--- src/rpa_pkg.sv ---
// Shared types and constants of the reference-counted page allocator.
// Used by every module of the block but rpa_ram; depends on nothing else.
`timescale 1ns / 1ps
`default_nettype none

package rpa_pkg;

	localparam int ADDR_W      = 32;
	localparam int COUNT_OUT_W = 8;
	localparam int CFG_INDEX_W = 1;

	localparam int DEFAULT_MAX_PAGES  = 32768;
	localparam int DEFAULT_PAGE_BYTES = 4096;
	localparam int DEFAULT_COUNT_BITS = 8;

	localparam logic [ADDR_W-1:0] DEFAULT_BASE  = 32'h8000_0000;
	localparam logic [ADDR_W-1:0] DEFAULT_LIMIT = 32'h8800_0000;

	typedef enum logic [2:0] {
		REQ_ALLOC   = 3'd0,
		REQ_FREE    = 3'd1,
		REQ_ADD_REF = 3'd2,
		REQ_GET_REF = 3'd3,
		REQ_INIT    = 3'd4
	} req_code_t;

	typedef enum logic [2:0] {
		STATUS_OK        = 3'd0,
		STATUS_BAD_ADDR  = 3'd1,
		STATUS_NO_PAGE   = 3'd2,
		STATUS_UNDERFLOW = 3'd3,
		STATUS_SATURATED = 3'd4
	} status_t;

	typedef enum logic [CFG_INDEX_W-1:0] {
		CFG_BASE  = 1'b0,
		CFG_LIMIT = 1'b1
	} cfg_reg_t;

	typedef enum logic [1:0] {
		ST_IDLE,
		ST_LOOKUP,
		ST_SWEEP
	} state_t;

	typedef struct packed {
		logic [2:0]        req_type;
		logic [ADDR_W-1:0] page_address;
	} request_t;

	typedef struct packed {
		logic [2:0]             status;
		logic [ADDR_W-1:0]      result_address;
		logic [COUNT_OUT_W-1:0] ref_count;
		logic                   page_released;
	} result_t;

endpackage

`default_nettype wire

--- src/rpa_geom.sv ---
// Page geometry of the allocator: first page number and page count taken from
// the base and limit registers, and the check of a request address. Uses rpa_pkg.
`timescale 1ns / 1ps
`default_nettype none

module rpa_geom import rpa_pkg::*; #(
	parameter int MAX_PAGES  = DEFAULT_MAX_PAGES,
	parameter int PAGE_BYTES = DEFAULT_PAGE_BYTES,
	localparam int IDX_W     = $clog2(MAX_PAGES),
	localparam int DEPTH_W   = $clog2(MAX_PAGES + 1),
	localparam int SHIFT     = $clog2(PAGE_BYTES),
	localparam int PN_W      = ADDR_W + 1 - SHIFT
) (
	input  wire logic                clk,
	input  wire logic [ADDR_W-1:0]   base,
	input  wire logic [ADDR_W-1:0]   limit,
	input  wire logic [ADDR_W-1:0]   page_address,
	output logic      [PN_W-1:0]     first_page_q,
	output logic      [DEPTH_W-1:0]  page_total_q,
	output logic                     addr_ok,
	output logic      [IDX_W-1:0]    addr_idx
);

	localparam int CMP_W = ((PN_W > DEPTH_W) ? PN_W : DEPTH_W) + 1;

	logic [CMP_W-1:0] first_page;
	logic [CMP_W-1:0] limit_page;
	logic [CMP_W-1:0] span;
	logic [DEPTH_W-1:0] page_total;
	logic [CMP_W-1:0] addr_page;
	logic [CMP_W-1:0] offset_pages;
	logic             aligned;

	// Work in page numbers: the first page is the base rounded up, the limit
	// rounded down gives the first page number past the range.
	always_comb begin
		first_page = CMP_W'(base[ADDR_W-1:SHIFT]) + CMP_W'(|base[SHIFT-1:0]);
		limit_page = CMP_W'(limit[ADDR_W-1:SHIFT]);
		span       = limit_page - first_page;
		if (limit_page <= first_page) begin
			page_total = '0;
		end else if (span > CMP_W'(MAX_PAGES)) begin
			page_total = DEPTH_W'(MAX_PAGES);
		end else begin
			page_total = span[DEPTH_W-1:0];
		end
	end

	always_ff @(posedge clk) begin
		first_page_q <= first_page[PN_W-1:0];
		page_total_q <= page_total;
	end

	always_comb begin
		aligned      = (page_address[SHIFT-1:0] == '0);
		addr_page    = CMP_W'(page_address[ADDR_W-1:SHIFT]);
		offset_pages = addr_page - CMP_W'(first_page_q);
		addr_ok      = aligned && (addr_page >= CMP_W'(first_page_q))
			&& (offset_pages < CMP_W'(page_total_q));
		addr_idx     = offset_pages[IDX_W-1:0];
	end

endmodule

`default_nettype wire

--- config.mk ---
export PLATFORM = sky130hd
export DESIGN_NAME = rpa_geom
export DESIGN_NICKNAME = d
export VERILOG_FILES = /design/src/rpa_pkg.sv /design/src/rpa_geom.sv
export SDC_FILE = /design/constraint.sdc
export NUM_CORES = 1
export LEC_CHECK = 0
export BUFFER_PORTS_ARGS = -buffer_cell sky130_fd_sc_hd__buf_2
export CAP_MARGIN = 20
export CORE_MARGIN = 8
export CORE_UTILIZATION = 28
export DETAILED_ROUTE_END_ITERATION = 10
export SETUP_SLACK_MARGIN = 0.1
export SLEW_MARGIN = 20
export SYNTH_ARGS = -nofsm -noshare
export SYNTH_HDL_FRONTEND = slang
export SYNTH_SLANG_ARGS = --single-unit
--- constraint.sdc ---
create_clock -name clk -period 9.25 [get_ports clk]
set_input_delay 0.4625 -clock clk [delete_from_list [all_inputs] [get_ports clk]]
set_output_delay 0.4625 -clock clk [all_outputs]
set_load 0.1 [all_outputs]
== Word level (Yosys, flattened, before mapping) ==
Index checks and enable logic that the tools add are counted.
Operators by class
  $add $sub $neg: 3
  magnitude comparators: 4
  multiplexer cells: 1
  reductions and logical operators: 5
Operators by type and width (count)
  $sub 20x21->22: 2
  $gt 22x16->1 const B: 1
  $lt 22x16->1: 1
  $add 20x1->21: 1
  $ge 20x21->1: 1
  $le 20x21->1: 1
  $mux 16: 1
  $logic_not 12->1: 1
  $reduce_or 12->1: 1
  $logic_and 1x1->1: 2
  $reduce_or 2->1: 1
Word-level totals
  flip-flop bits (word level): 37
  output and inout bits: 53

== Depth between registers and ports, before layout ==
  word-level depth: 5
  mapped depth: 20
  gate-level depth less buffers: 20

== Worst setup path before layout ==
OpenSTA, ideal clock, no wires.
  path kind: flip-flop to output port
  start: register first_page_q[0]
  end: output addr_ok
  arrival: 10526 ps
  required time: 8787 ps
  setup slack: -1738 ps
  stages on the path, launching flop included: 14
  cell sequence: dfxtp_1 > ha_1 > inv_1 > fa_1 > a21o_1 > a21oi_1 > o21bai_1 > a2111oi_0 > nor4_1 > nor3_1 > ha_1 > a311oi_1 > o2111ai_1 > a2111oi_0
On the way
  word-level cells in the longest chain between the ends: 3
Ends and longest elaborated chain
  start, declared: line rpa_geom.sv:18  | output logic [PN_W-1:0] first_page_q,
  start signal, assigned: line rpa_geom.sv:50  | first_page_q <= first_page[PN_W-1:0];
  $sub 20x21->22: line rpa_geom.sv:57  | offset_pages = addr_page - CMP_W'(first_page_q);
  via addr_idx[14]: line rpa_geom.sv:21  | output logic [IDX_W-1:0] addr_idx
  $lt 22x16->1: line rpa_geom.sv:59  | && (offset_pages < CMP_W'(page_total_q));
  $logic_and 1x1->1: line rpa_geom.sv:59
  end, declared: line rpa_geom.sv:20  | output logic addr_ok,
The timed path passes the listed nets, and every way through them passes these cells.

== Worst setup path in the final report ==
  start: register first_page_q[0]
  end: output addr_ok
On the way
  word-level cells in the longest chain between the ends: 3
Ends and longest elaborated chain (line)
  $sub 20x21->22 or $ge 20x21->1 (tied branches): rpa_geom.sv:57, rpa_geom.sv:58
  $lt 22x16->1 or $logic_and 1x1->1 (tied branches): rpa_geom.sv:59, rpa_geom.sv:58
  $logic_and 1x1->1 (*): rpa_geom.sv:59
Mark *: on every way between the ends. The rest lies on a longest branch, timed or not.

==> impl_metrics.py <==
metrics = {
    "cts": {
        "cts-root-buf": "clkbuf_16",
        "cts_buffers": 5,
        "cts_sinks": 37,
        "cts_hold_buf": 0,
        "htree_levels": 2,
        "post_cts.repair.setup_buffers": 0,
        "ctsResizeCount": 0,
        "path_clk_slew_ns": 0.05,
        "cts_tree": "built",
        "clk_path_buf_depth": 2,
    },
    "layout": {
        "syn_to_final_growth_pct": 23.0,
        "nets": 856,
        "fin_area_sq_um": 5630,
        "n_antenna_cell": 0,
        "drive_gt1_share_pct": 26.6,
        "nFillCells": 1712,
    },
    "worst_setup_path": {
        "arrival_ns": 5.18,
        "required_ns": 8.79,
        "worstSetupEndpointType": "primary output",
        "crit_type": "flop to primary output",
        "startpoint": "first_page_q[0]",
        "worstSetupStartpointType": "flop",
        "worstPathMaxFanout": 3,
    },
    "synthesis": {
        "synthTopCellsByArea": "dfxtp_1 16%, ha_1 14%, inv_1 6.0%",
        "avgSynthCellArea_sq_um": 7.95,
        "synth_area_sq_um": 4580,
        "yosysMostFrequentCell": "inv_1",
        "async_flop_share_pct": 0,
        "ys_seq_area_share_pct": 16.2,
        "yosysTopAreaCell": "dfxtp_1",
        "synth_common_cells": "73 x inv_1, 52 x ha_1, 37 x dfxtp_1",
        "synth-seq-cells": 37,
        "syn_inst": 576,
        "yosysUniqueCellTypes": 80,
        "synth_top_area_share_pct": 16.2,
        "synth_edf_count": 0,
        "syn_nets": 727,
        "synth-main-ff-cell": "dfxtp_1",
        "ys_warn_count": 0,
    },
    "outcome": {
        "status": "completed",
    },
    "route": {
        "post_drt_wl_per_cell_um": 14.6,
        "antenna_left": 0,
        "post_drt_via_cell_ratio": 4.80,
        "vias": 4427,
        "finalWirelength_um": 13400,
        "dr.pass1.iters": 4,
        "drc": 0,
        "drt_iter0_markers": 168,
    },
    "global_route": {
        "grt_pass1_wl_um": 21600,
        "grt_pass1_vias": 4342,
        "grt_usage_pct": 12.9,
        "grt-ovfl-total": 0,
        "antenna_found_initial": 0,
        "grt_max_degree": 16,
    },
    "placed_design": {
        "dpl.hpwl_um": 11900,
        "preCtsSetupSlack_ns": 3.63,
        "placed_cell_area_sq_um": 5460,
        "portBuffers": 137,
        "gp_congestion": 0.850,
    },
    "power_and_ir_drop": {
        "p_per_area_nw_per_um2": 147,
        "ir_worst_vdd_mv": 0.0702,
        "total_power_uw": 830,
        "p_leak_nw": 2.60,
    },
    "timing": {
        "min_period_over_period_pct": 61.0,
        "finalHoldViolations": 0,
        "timing.slew.headroom_pct": 41.1,
        "rsz0062_at_grt": "false",
        "period_needed_ns": 5.65,
        "worst_pin_slew_ns": 0.861,
        "setup_viol": 0,
        "fmax_mhz": 177,
        "tns_ns": 0,
        "fin_ws_ns": 3.60,
        "report.final.slew_viol_count": 0,
    },
    "job": {
        "cap_violations": 0,
    },
    "die": {
        "rows": 46,
        "die_w_um": 144,
        "initial_core_util_pct": 28.7,
        "dieArea_sq_um": 20700,
        "die-height_um": 144,
        "ios": 150,
        "core_area_sq_um": 15900,
    },
    "worst_hold_path": {
        "worstHoldStart": "base[30]",
        "hold_class": "input pin to flop",
    },
}
## cell usage in the layout, fill, tap and decap left out, drive strengths merged, types with 4 or more instances in the layout
cell type	Yosys	final
a211oi	9	9
a21boi	4	4
a21o	14	14
a21oi	19	19
a31o	7	7
and2	14	14
and3	8	8
and4	4	4
buf	8	138
clkbuf	8	5
dfxtp	37	37
ha	52	52
inv	73	73
maj3	4	4
nand2	28	28
nand2b	6	6
nand3	18	18
nand4	13	13
nor2	35	35
nor2b	8	8
nor3	26	26
nor3b	6	6
nor4	12	12
o2111ai	4	4
o211ai	7	7
o21a	6	6
o21ai	26	26
o21bai	4	4
or2	5	5
or3	8	8
xnor2	27	27
xor2	17	17
## stage by stage
stage / util [%] / hold slack (ns) / cells
final: 35.3 / 0.434 / 922
after floorplan: - / 0.575 / 576
after detailed placement: 34.2 / 0.724 / 914
after global routing: 35.3 / 0.448 / 922
after CTS: 35.3 / 0.430 / 922
after global placement: 34.2 / 0.723 / 914
## registers in the layout, summed over array words and instances (netlist names)
| signal | count |
|---|---|
| page_total_q | 16 |
| first_page_q | 21 |
## cells by family after synthesis
kind of cell	synth area share, %
AND/OR/NAND/NOR	26.9
buffers and inverters	7.87
adder cells (fa/ha/maj)	16.0
AO/OA/AOI/OAI	22.3
multiplexers	0.656
flip-flops	16.2
XOR/XNOR	10.1
## area by class of cell
cell class / count / area [sq um] / area share (%)
repair buffers: 138 / 693 / 12.3
clock buffers: 5 / 125 / 2.22
inverters: 73 / 274 / 4.87
flip-flops and latches: 37 / 741 / 13.2
well taps: 216 / 270 / 4.80
clock inverters: 3 / 46.3 / 0.822
multi-input cells: 450 / 3480 / 61.8
## final timing paths
path	end	slack (ns)	cells past startpoint
setup / recovery	addr_ok	3.60	19
hold / removal	first_page_q[18]	0.43	2
## power by group
part	leakage [nW]	total, mW	internal (mW)	switching, mW
logic	2.21	0.471	0.138	0.333
registers	0.306	0.171	0.167	0.00410
clock network	0.0800	0.188	0.127	0.0612
## metal layers
metal / vias up / routed length (um) / GRT usage (%)
met5: - / 0 / 0
met2: 82 / 6510 / 21.9
met1: 1991 / 6130 / 16.6
li1: 2350 / - / -
met3: 4 / 704 / 1.73
met4: 0 / 97 / 3.49
## critical path, cell delays in order (launching register included)
cell,delay (ns)
dfxtp_1,0.34
ha_1,0.17
inv_1,0.05
fa_1,0.40
a21o_1,0.20
a21oi_1,0.22
o21bai_1,0.12
a2111oi_0,0.80
or2_2,0.26
xnor2_1,0.16
ha_1,0.29
a21o_1,0.16
a211oi_1,0.21
o21ai_0,0.11
o211ai_1,0.09
nand3b_1,0.12
a311oi_1,0.27
o2111ai_1,0.17
a2111oi_2,0.26
buf_2,0.49
No activity file was read; power rests on OpenSTA's default activity.
