### config.mk
export PLATFORM = sky130hd
export DESIGN_NAME = rpa_ram
export DESIGN_NICKNAME = d
export VERILOG_FILES = /design/src/rpa_ram.sv
export SDC_FILE = /design/constraint.sdc
export NUM_CORES = 1
export LEC_CHECK = 0
export BUFFER_PORTS_ARGS = -buffer_cell sky130_fd_sc_hd__buf_4
export CAP_MARGIN = 20
export CORE_MARGIN = 4
export CORE_UTILIZATION = 28
export CTS_CLUSTER_DIAMETER = 60
export DETAILED_ROUTE_END_ITERATION = 8
export PLACE_DENSITY = 0.58
export SYNTH_ARGS = -nofsm -noshare
export SYNTH_HDL_FRONTEND = slang
export SYNTH_SLANG_ARGS = --single-unit
### constraint.sdc
create_clock -name clk -period 0.8 [get_ports clk]
set_input_delay 0.04 -clock clk [delete_from_list [all_inputs] [get_ports clk]]
set_output_delay 0.04 -clock clk [all_outputs]
set_load 0.01 [all_outputs]
### src/rpa_ram.sv
// Generic simple dual-port RAM: one write port, one read port, registered read.
// Depends on nothing else.
`timescale 1ns / 1ps
`default_nettype none

module rpa_ram #(
	parameter int WIDTH = 8,
	parameter int DEPTH = 2
) (
	input  wire logic                     clk,
	input  wire logic                     we,
	input  wire logic [$clog2(DEPTH)-1:0] waddr,
	input  wire logic [WIDTH-1:0]         wdata,
	input  wire logic [$clog2(DEPTH)-1:0] raddr,
	output logic      [WIDTH-1:0]         rdata
);

	logic [WIDTH-1:0] mem [DEPTH];

	always_ff @(posedge clk) begin
		if (we) begin
			mem[waddr] <= wdata;
		end
		rdata <= mem[raddr];
	end

endmodule

`default_nettype wire

* Word level (Yosys, flattened, before mapping)
Memories as Yosys holds them, arrays and structs flattened. A register that Yosys moved wholly into a read port is not among the register bits.
Cells that the tools add are included.
** Word-level totals
- Memories kept :: 1
- Logic and storage cells :: 3
- Output and inout bits :: 8
- Memory bits (writable) :: 16
- Register bits after elaboration :: 0
- Input port bits :: 12
** Memory list
- mem :: depth 2, width 8, read ports 1, clocked after Yosys merged registers in 1, write ports 1, RTL line 18 : logic [WIDTH-1:0] mem [DEPTH];
** Operators by class
- Muxes and demuxes :: 2
** Operators by type and width (number)
- 1-bit 2-to-1 mux :: 2

* Depth between registers and ports, before layout
Gate-level depths: netlist of run 1.
- Depth in word-level cells :: 2
- Mapped depth :: 2
- Mapped depth without buffers :: 1

* Least setup slack after synthesis of run 1
Ideal clock, no wire load.
- Path kind :: input -> register
- Start :: in we
- End :: mem mem[0][0] (enable)
- Stages :: 1
- Data arrival time :: 0.460 ns
- Path slack :: -0.033 ns
- Library setup time :: 0.373 ns
- Data required time :: 0.427 ns
- Buffers on the path :: 0
- Cells stage by stage :: nor2b_1
** Between the ends
- Cells in the longest elaborated chain, start to end :: 2
** Ends and longest elaborated chain
- start, declared :: RTL line 11 : input wire logic we,
- 1-bit 2-to-1 mux :: RTL line 21 : if (we) begin
- 1-bit 2-to-1 mux (not written as such) :: RTL line 22 : mem[waddr] <= wdata;
- end, declared :: RTL line 18
Every way passes these cells.

* Worst setup path after layout of run 1
- Start :: reg rdata[3], read port of mem
- End :: out rdata[3]
** RTL lines
- start, declared :: RTL line 15 : output logic [WIDTH-1:0] rdata
No word-level cell between the ends.

==> summary.md, run 1 <==
| Metric | Value |
|---|---|
| CP max FO | `1` |
| Slew Limit Fails | `0` |
| EDFF count, synth | `16` |
| Unique masters post-synth | `6` |
| Largest cells by area after synthesis | `edfxtp_1 (61%), dfxtp_1 (20%), mux2_4 (15%)` |
| H-tree depth | `1` |
| WP depth | `1` |
| Main combinational cell family by area after synthesis | `multiplexers` |
| Power per cell area | `2230 nW/um^2` |
| Unrepaired setup endpoints after global routing | `true` |
| Die footprint | `3710 um^2` |
| Core footprint | `2570 um^2` |
| Fill count | `236` |
| Worst-case reg-to-reg path depth | `1` |
| CP endpoint kind | `primary output` |
| Post-synthesis mux area share | `15.3%` |
| Fin crit period | `804 ps` |
| Root buf cell | `clkbuf_4` |
| Core Util, Final | `45.0%` |
| RR Endpoint | `rdata[4]$_DFF_P_` |
| Initial drt markers | `1` |
| Arr. time, crit path | `760 ps` |
| Die H | `60.9 um` |
| Avg Inst Size Synth | `22.4 um^2` |
| GP Congestion | `0.618` |
| First-pass GRT wire length | `1750 um` |
| Setup Fix Bufs, Post-CTS | `0` |
| Max-slew headroom | `89.4%` |
| Post-synth ARST share | `0%` |
| Critical path origin | `rdata[3]$_DFF_P_` |
| Clk slew on worst S/H paths | `130 ps` |
| Antenna violations before repair | `0` |
| CTS tree | `yes` |
| Wire length per cell | `11.3 um` |
| Setup violators final | `1` |
| Share of layout cells above drive strength 1 | `62.7%` |
| Layout Nets | `80` |
| Synth area leader | `edfxtp_1` |
| Final worst-path cycle share | `100%` |
| Post-synth top cells | `edfxtp_1 (16), dfxtp_1 (8), mux2_4 (8)` |
| Yosys warns | `0` |
| Port Buffers | `19` |
| Crit Path Class | `reg2out` |
| Via density | `3.97` |
| Largest net degree at the start of global routing | `15` |
| Clock latency on the worst-skew pair | `310 ps` |
| CTS Buf Count | `3` |
| Post-synth top area share | `61.2%` |
| Fmax | `1240 MHz` |
| Synth Area in Compound Gates | `0%` |
| Worst-Margin Slew | `159 ps` |
| Count leader, synth | `edfxtp_1` |
| Crit-path cells | `buf_6` |
| Remaining Overflow, GRT | `0` |
| Placed cells | `85` |
| Gr usage total | `7.01%` |
| Main synth FF type | `edfxtp_1` |
| I/O Pins | `20` |
| Setup Skew | `13.0 ps` |
| Number of routed nets with antenna violations | `0` |
| Syn Nets | `47` |
| CP max stage cell | `dfxtp_2` |
| CP top delay family | `flip-flops` |
| Lkg Pwr | `0.466 nW` |
| CP bufs+invs | `1` |
| Pwr Total | `2.58 mW` |
| Final worst setup slack | `-3.97 ps` |
| Register area share after synthesis | `81.7%` |
| CP peak stage delay | `340 ps` |
| Antenna Diode Count | `0` |
| Cells after Synth | `35` |
| First drt pass iteration count | `2` |
| Simple-gate share of the synthesized area | `1.59%` |
| R2r startpoint | `mem[0][4]$_DFFE_PP_` |
| Setup crit end | `rdata[3]` |
| Status | `complete, but fails checks` |
| VDD IR max | `2.19 mV` |
| Post-Syn Area | `785 um^2` |
| FF+latch count, synth | `24` |
| Initial core utilization | `30.6%` |
| Horiz. Die Dim | `60.9 um` |
| Final non-filler cell total | `97` |
| WL final | `1090 um` |
| Max Cap Viol | `0` |
| Post-Synth Adder-Cell Area | `0%` |
| Vias in the first global route | `401` |
| Sinks on Clock Net | `24` |
| R2R Setup Slk | `50 ps` |
| CTS max path bufs | `2` |
| Critical path required time | `760 ps` |
| Hold Fails Final Rpt | `0` |
| Worst min path class | `in2reg` |
| Area delta synth->final | `47.4%` |
| Std cell rows | `18` |
| Crit start category | `register` |
| XOR/XNOR share of the synthesized area | `0%` |
| Via count | `385` |
| Failing checks | `negative setup slack` |
| Number of remaining DRC errors | `0` |
## cells in the final DEF, fill, tap and decap left out, drive strengths merged
master        n
buf          21
edfxtp       16
mux2          8
dlygate4sd3   8
dfxtp         8
clkbuf        3
nor2b         1
and2          1
bufinv        1
## layout make-up
cell class	count	area (um^2)	area share [%]
clock buffer	3	22.5	1.95
clock inverter	1	30.0	2.60
timing repair buffer	29	280	24.2
tap	30	37.5	3.25
multi-input combinational	10	135	11.7
sequential	24	651	56.3
## what timing repair did
item / 4_1_cts / 5_1_grt
endpoints found under the hold margin: 16 / 0
endpoints found under the setup margin: 8 / 8
hold buffers: 8 / 0
resized for setup: 11 / 5
cloned: 0 / 0
## cells by family after synthesis
family / count (synthesis)
buffers and inverters: 1
AND/OR/NAND/NOR: 2
flip-flops: 24
multiplexers: 8
## how the worst min path moves through the flow
stage          startpoint                   to  slack (ps)  depth (start not counted)
3_5_place_dp     wdata[0]  mem[0][0]$_DFFE_PP_         230                          1
5_1_grt             raddr     rdata[4]$_DFF_P_          90                          2
2_1_floorplan    wdata[0]  mem[0][0]$_DFFE_PP_         140                          0
6_report            raddr     rdata[5]$_DFF_P_         100                          2
4_1_cts             raddr     rdata[5]$_DFF_P_         100                          2
3_3_place_gp     wdata[3]  mem[0][3]$_DFFE_PP_         230                          1
## stage by stage
stage                     instance area (um^2)  setup WS (ps)  hold WS (ps)  setup TNS (ps)
final                                     1160          -3.97          99.0           -3.97
after global routing                      1160          -54.7          87.3            -343
after CTS                                 1150          -19.0           102           -69.2
after detailed placement                   983           52.4           229               0
after global placement                     983           75.6           226               0
after floorplan                            787           88.8           139               0
## power by group
group | switching [mW] | total [mW] | internal (mW)
Clock | 0.335 | 0.841 | 0.506
Combinational | 0.0855 | 0.280 | 0.194
Sequential | 0.0287 | 1.46 | 1.43
Total | 0.449 | 2.58 | 2.13
## registers in the layout (all words and copies together) (netlist names)
signal  count
mem        16
rdata       8
## layer usage
layer	up-vias	GRT usage [%]	wire [um]
met5	-	0	0
met4	0	2.79	13
met3	2	4.68	99
met2	14	11.1	538
met1	177	7.34	443
li1	192	-	-
No activity file was read; power rests on OpenSTA's default activity.
==> run 2: changes to the inputs <==
- RECOVER_POWER: unset -> 25
==> run 2 against run 1 <==
The run still ends with negative setup slack left; cell area is 2.1% lower; via count down 0.26%; sequential power barely moved; critical path depth unchanged; maximum frequency about the same; critical path type unchanged; die area unchanged.
==> summary.md, run 2 (synthesis results as in run 1) <==
| Metric | Value |
|---|---|
| Std cell rows | `18 (unchanged)` |
| Vias in the first global route | `401 (unchanged)` |
| Clock latency on the worst-skew pair | `310 ps (about the same)` |
| Clk slew on worst S/H paths | `130 ps (about the same)` |
| Crit start category | `register` |
| CP max stage cell | `dfxtp_2` |
| Initial drt markers | `2 (+1)` |
| GP Congestion | `0.618 (unchanged)` |
| Switching Fraction | `17.4% (about the same)` |
| Crit Path Class | `reg2out` |
| CP top delay family | `flip-flops` |
| Post-Place Setup Slack | `52.4 ps (unchanged)` |
| CTS tree | `yes` |
| Pint | `2.11 mW (-0.60%)` |
| CP bufs+invs | `1 (unchanged)` |
| CP max FO | `1 (unchanged)` |
| Fmax | `1240 MHz (about the same)` |
| CTS Buf Count | `3 (unchanged)` |
| CTS max path bufs | `2 (unchanged)` |
| Share of layout cells above drive strength 1 | `58.2% (-4.5 points)` |
| Setup TNS | `-3.96 ps (+0.00700 ps)` |
| Fin crit period | `804 ps (-0.00700 ps)` |
| VDD IR max | `2.19 mV (-0.20%)` |
| Area delta synth->final | `44.3%` |
| Horiz. Die Dim | `60.9 um (unchanged)` |
| Root buf cell | `clkbuf_4` |
| Max Cap Viol | `0 (unchanged)` |
| Setup violators final | `1 (unchanged)` |
| Max-slew headroom | `68.3% (-21 points)` |
| Power per cell area | `2260 nW/um^2 (+1.5%)` |
| Number of remaining DRC errors | `0 (unchanged)` |
| CP peak stage delay | `340 ps (about the same)` |
| First-pass GRT wire length | `1750 um (unchanged)` |
| H-tree depth | `1 (unchanged)` |
| Core Util, Final | `44.1% (-0.93 points)` |
| Wire length per cell | `11.4 um (+1.0%)` |
| Hold Fails Final Rpt | `0 (unchanged)` |
| Sinks on Clock Net | `24 (unchanged)` |
| Port Buffers | `19 (unchanged)` |
| Largest net degree at the start of global routing | `15 (unchanged)` |
| R2R Setup Slk | `50 ps (about the same)` |
| Top flop regs | `mem: 16 flops, rdata: 8 flops` |
| Initial core utilization | `30.6% (unchanged)` |
| Combinational share of power | `10.3% (-0.5 points)` |
| Worst min path class | `in2reg` |
| NetSw | `0.447 mW (-0.58%)` |
| Antenna Diode Count | `0 (unchanged)` |
| Antenna violations before repair | `0 (unchanged)` |
| Reg power frac | `56.9% (+0.4 points)` |
| Final worst setup slack | `-3.96 ps (+0.00700 ps)` |
| Via count | `384 (-0.26%)` |
| Layout Nets | `80 (unchanged)` |
| Unrepaired setup endpoints after global routing | `true` |
| Clock network power share | `32.8% (about the same)` |
| Via density | `3.96 (-0.26%)` |
| Worst-Margin Slew | `476 ps (+317 ps)` |
| Remaining Overflow, GRT | `0 (unchanged)` |
| Final worst-path cycle share | `100% (about the same)` |
| Max FFs per register | `16 (unchanged)` |
| CP endpoint kind | `primary output` |
| Die footprint | `3710 um^2 (unchanged)` |
| Setup Skew | `13.8 ps (+0.758 ps)` |
| Die H | `60.9 um (unchanged)` |
| First drt pass iteration count | `2 (unchanged)` |
| Number of routed nets with antenna violations | `0 (unchanged)` |
| Slew Limit Fails | `0 (unchanged)` |
| Biggest register | `mem` |
| Most frequent cells in the layout | `edfxtp_1 (16), buf_4 (10)` |
| Setup Fix Bufs, Post-CTS | `0 (unchanged)` |
| Lkg Pwr | `0.450 nW (-3.4%)` |
| Failing checks | `negative setup slack` |
| Commonest non-fill, non-tap cell in the layout | `edfxtp_1` |
| I/O Pins | `20 (unchanged)` |
| Crit-path cells | `buf_6` |
| Core footprint | `2570 um^2 (unchanged)` |
| Status | `complete, but fails checks` |
| Gr usage total | `7.01% (unchanged)` |
| Pwr Total | `2.56 mW (-0.60%)` |
| WL final | `1110 um (+1.0%)` |
| Arr. time, crit path | `760 ps (about the same)` |
| Critical path required time | `760 ps (about the same)` |
## run 2: metrics by stage
step	hold slack, ps	cell area (um^2)	instances
finish	99.1	1130	97
global route	87.3	1130	97
CTS	102	1150	97
detailed placement	229	983	85
global placement	226	983	85
floorplan	139	787	35
## run 2: metal layers
metal	part of all wire (%)	global-route usage (%)	up-vias
met5	0	0	-
met2	47	11.1	14
met4	1.2	2.79	0
li1	-	-	192
met1	42	7.34	176
met3	9.0	4.68	2
## run 2: path summary, 6_finish.rpt
check / start / end / depth (start not counted)
setup / recovery: rdata[3]$_DFF_P_ / rdata[3] / 1
hold / removal: raddr / rdata[5]$_DFF_P_ / 2
setup reg to reg: mem[0][4]$_DFFE_PP_ / rdata[4]$_DFF_P_ / 1
hold reg to reg: mem[0][7]$_DFFE_PP_ / rdata[7]$_DFF_P_ / 1
## run 2: layout make-up
class	count	area [um^2]
fillers	242	1440
flip-flops and latches	24	651
repair buffers	29	256
multi-input cells	10	135
well taps	30	37.5
clock inverters	1	30.0
clock buffers	3	22.5
## run 2: power groups by stage
stage / combinational (mW) / clock, mW / sequential [mW]
after global placement: 0.228 / 0 / 1.47
after detailed placement: 0.232 / 0 / 1.47
after global routing: 0.288 / 0.936 / 1.46
final: 0.265 / 0.840 / 1.46
after floorplan: 0.0862 / 0 / 1.49
after CTS: 0.285 / 0.872 / 1.45
## run 2: repair_timing
| action | in CTS | in global routing |
|---|---|---|
| setup endpoints to repair | 8 | 8 |
| endpoints found under the hold margin | 16 | 0 |
| resized for setup | 11 | 5 |
| hold buffers | 8 | 0 |
==> run 3: changes to the inputs <==
- CORE_MARGIN: 4 -> 8
- MAX_ROUTING_LAYER: unset -> met4
==> run 3 against run 2 <==
The flow now finishes without violations; worst hold slack better by 14 ps; critical path depth stayed put; via count is 1.3% higher; largest cell class unchanged.
==> summary.md, run 3 (synthesis results as in run 1) <==
| Metric | Value |
|---|---|
| GP Congestion | `0.673 (+9.0%)` |
| Gr usage total | `5.66% (-1.4 points)` |
| Final worst-path cycle share | `97.7% (-2.8 points)` |
| First drt pass iteration count | `4 (+2)` |
| Horiz. Die Dim | `68.9 um (+13%)` |
| WL final | `1170 um (+6.0%)` |
| Share of layout cells above drive strength 1 | `57.6% (-0.63 points)` |
| CTS Buf Count | `3 (unchanged)` |
| Root buf cell | `clkbuf_4` |
| Max-slew headroom | `68.0% (-0.29 points)` |
| Fmax | `1280 MHz (+2.8%)` |
| Critical path origin | `rdata[3]$_DFF_P_` |
| Power per cell area | `2000 nW/um^2 (-12%)` |
| Number of routed nets with antenna violations | `0 (unchanged)` |
| Final instance area | `1100 um^2 (-2.5%)` |
| R2R Setup Slk | `40 ps (about the same)` |
| Cell count of the worst hold path | `2 (unchanged)` |
| Worst-Margin Slew | `480 ps (+4.40 ps)` |
| Crit-path cells | `buf_6` |
| Worst-case reg-to-reg path depth | `1 (unchanged)` |
| Antenna violations before repair | `0 (unchanged)` |
| I/O Pins | `20 (unchanged)` |
| Crit Path Class | `reg2out` |
| CTS max path bufs | `2 (unchanged)` |
| Critical path required time | `760 ps (about the same)` |
| Post-Place Setup Slack | `61.6 ps (+9.22 ps)` |
| Core footprint | `2710 um^2 (+5.6%)` |
| Std cell rows | `19 (+1)` |
| Wire length per cell | `12.1 um (+6.0%)` |
| Hold Fails Final Rpt | `0 (unchanged)` |
| CTS tree | `yes` |
| Core Util, Final | `40.7% (-3.4 points)` |
| Worst Hold End | `rdata[1]$_DFF_P_` |
| Via density | `4.01 (+1.3%)` |
| Commonest non-fill, non-tap cell in the layout | `edfxtp_1` |
| Via count | `389 (+1.3%)` |
| Top flop regs | `mem: 16 flops, rdata: 8 flops` |
| Initial drt markers | `11 (+9)` |
| Sinks on Clock Net | `24 (unchanged)` |
| H-tree depth | `1 (unchanged)` |
| Antenna Diode Count | `0 (unchanged)` |
| Worst min path class | `in2reg` |
| Max Cap Viol | `0 (unchanged)` |
| Lkg Pwr | `0.436 nW (-3.1%)` |
| VDD IR max | `0.885 mV (-60%)` |
| Slew Limit Fails | `0 (unchanged)` |
| RR Endpoint | `rdata[3]$_DFF_P_` |
| Die H | `68.9 um (+13%)` |
| Worst hold margin | `113 ps (+14.0 ps)` |
| Die footprint | `4750 um^2 (+28%)` |
| Placed cell area | `985 um^2 (+0.13%)` |
| Vias in the first global route | `428 (+6.7%)` |
| Max FFs per register | `16 (unchanged)` |
| Largest net degree at the start of global routing | `13 (-2)` |
| Unrepaired setup endpoints after global routing | `true` |
| Setup violators final | `0 (-1)` |
| Most frequent cells in the layout | `edfxtp_1 (16), buf_4 (10)` |
| CP top delay family | `flip-flops` |
| Clock latency on the worst-skew pair | `290 ps (-20 ps)` |
| First-pass GRT wire length | `1850 um (+6.0%)` |
| Arr. time, crit path | `740 ps (-20 ps)` |
| Final worst setup slack | `18.1 ps (+22.0 ps)` |
| Area delta synth->final | `40.7%` |
| Biggest register | `mem` |
| CP endpoint kind | `primary output` |
| Number of remaining DRC errors | `0 (unchanged)` |
| Status | `completed` |
| Remaining Overflow, GRT | `0 (unchanged)` |
| Fin crit period | `782 ps (-22.0 ps)` |
| Initial core utilization | `28.9% (-1.6 points)` |
| CP max FO | `1 (unchanged)` |
| CP peak stage delay | `340 ps (about the same)` |
| Clk slew on worst S/H paths | `120 ps (about the same)` |
| Crit start category | `register` |
| Setup TNS | `0 ps (+3.96 ps)` |
| Min-delay src | `raddr` |
| Port Buffers | `19 (unchanged)` |
| R2r startpoint | `mem[0][3]$_DFFE_PP_` |
| Layout Nets | `80 (unchanged)` |
| CP bufs+invs | `1 (unchanged)` |
| CP max stage cell | `dfxtp_2` |
| Setup Skew | `0.785 ps (-13.0 ps)` |
## run 3: changes by cell type in the layout (fill, tap and decap cells not counted)
cell / previous run / this run
bufinv_16: 1 / 0
## run 3: where the power goes
group | switching, mW | leakage [nW] | internal, mW
combinational | 0.0853 | 0.204 | 0.181
clock | 0.307 | 0.0138 | 0.175
sequential | 0.0303 | 0.218 | 1.43
## run 3: layer usage
layer	GRT usage, %	vias up	routed length (um)
met3	1.62	2	109
li1	-	192	-
met4	5.26	0	34
met1	6.21	177	477
met2	8.06	18	550
met5	-	-	0
## run 3: per-stage QoR
step | power [mW] | std cells
3_3_place_gp | 1.70 | 86
4_1_cts | 2.21 | 97
2_1_floorplan | 1.57 | 35
5_1_grt | 2.30 | 97
6_report | 2.21 | 97
3_5_place_dp | 1.70 | 86
## run 3: layout make-up
| type | instances | area, um^2 |
|---|---|---|
| flip-flops and latches | 24 | 651 |
| multi-input cells | 10 | 135 |
| repair buffers | 29 | 256 |
| fillers | 251 | 1610 |
| clock buffers | 3 | 22.5 |
| well taps | 31 | 38.8 |
## run 3: worst max-delay path by stage
stage / end / slack (ps) / depth (start not counted)
after global routing: rdata[3] / -20 / 1
after detailed placement: rdata[5]$_DFF_P_ / 60 / 1
after global placement: mem[0][1]$_DFFE_PP_ / 80 / 3
final: rdata[3] / 20 / 1
after floorplan: rdata[0]$_DFF_P_ / 90 / 1
after CTS: rdata[5] / 1 / 1
## run 3: timing repair
action | 4_1_cts | 5_1_grt
endpoints found under the setup margin | 2 | 8
hold buffers | 8 | 0
gates resized for setup | 4 | 12
setup buffers | 0 | 0
hold endpoints to repair | 16 | 0
cloned | 0 | 0
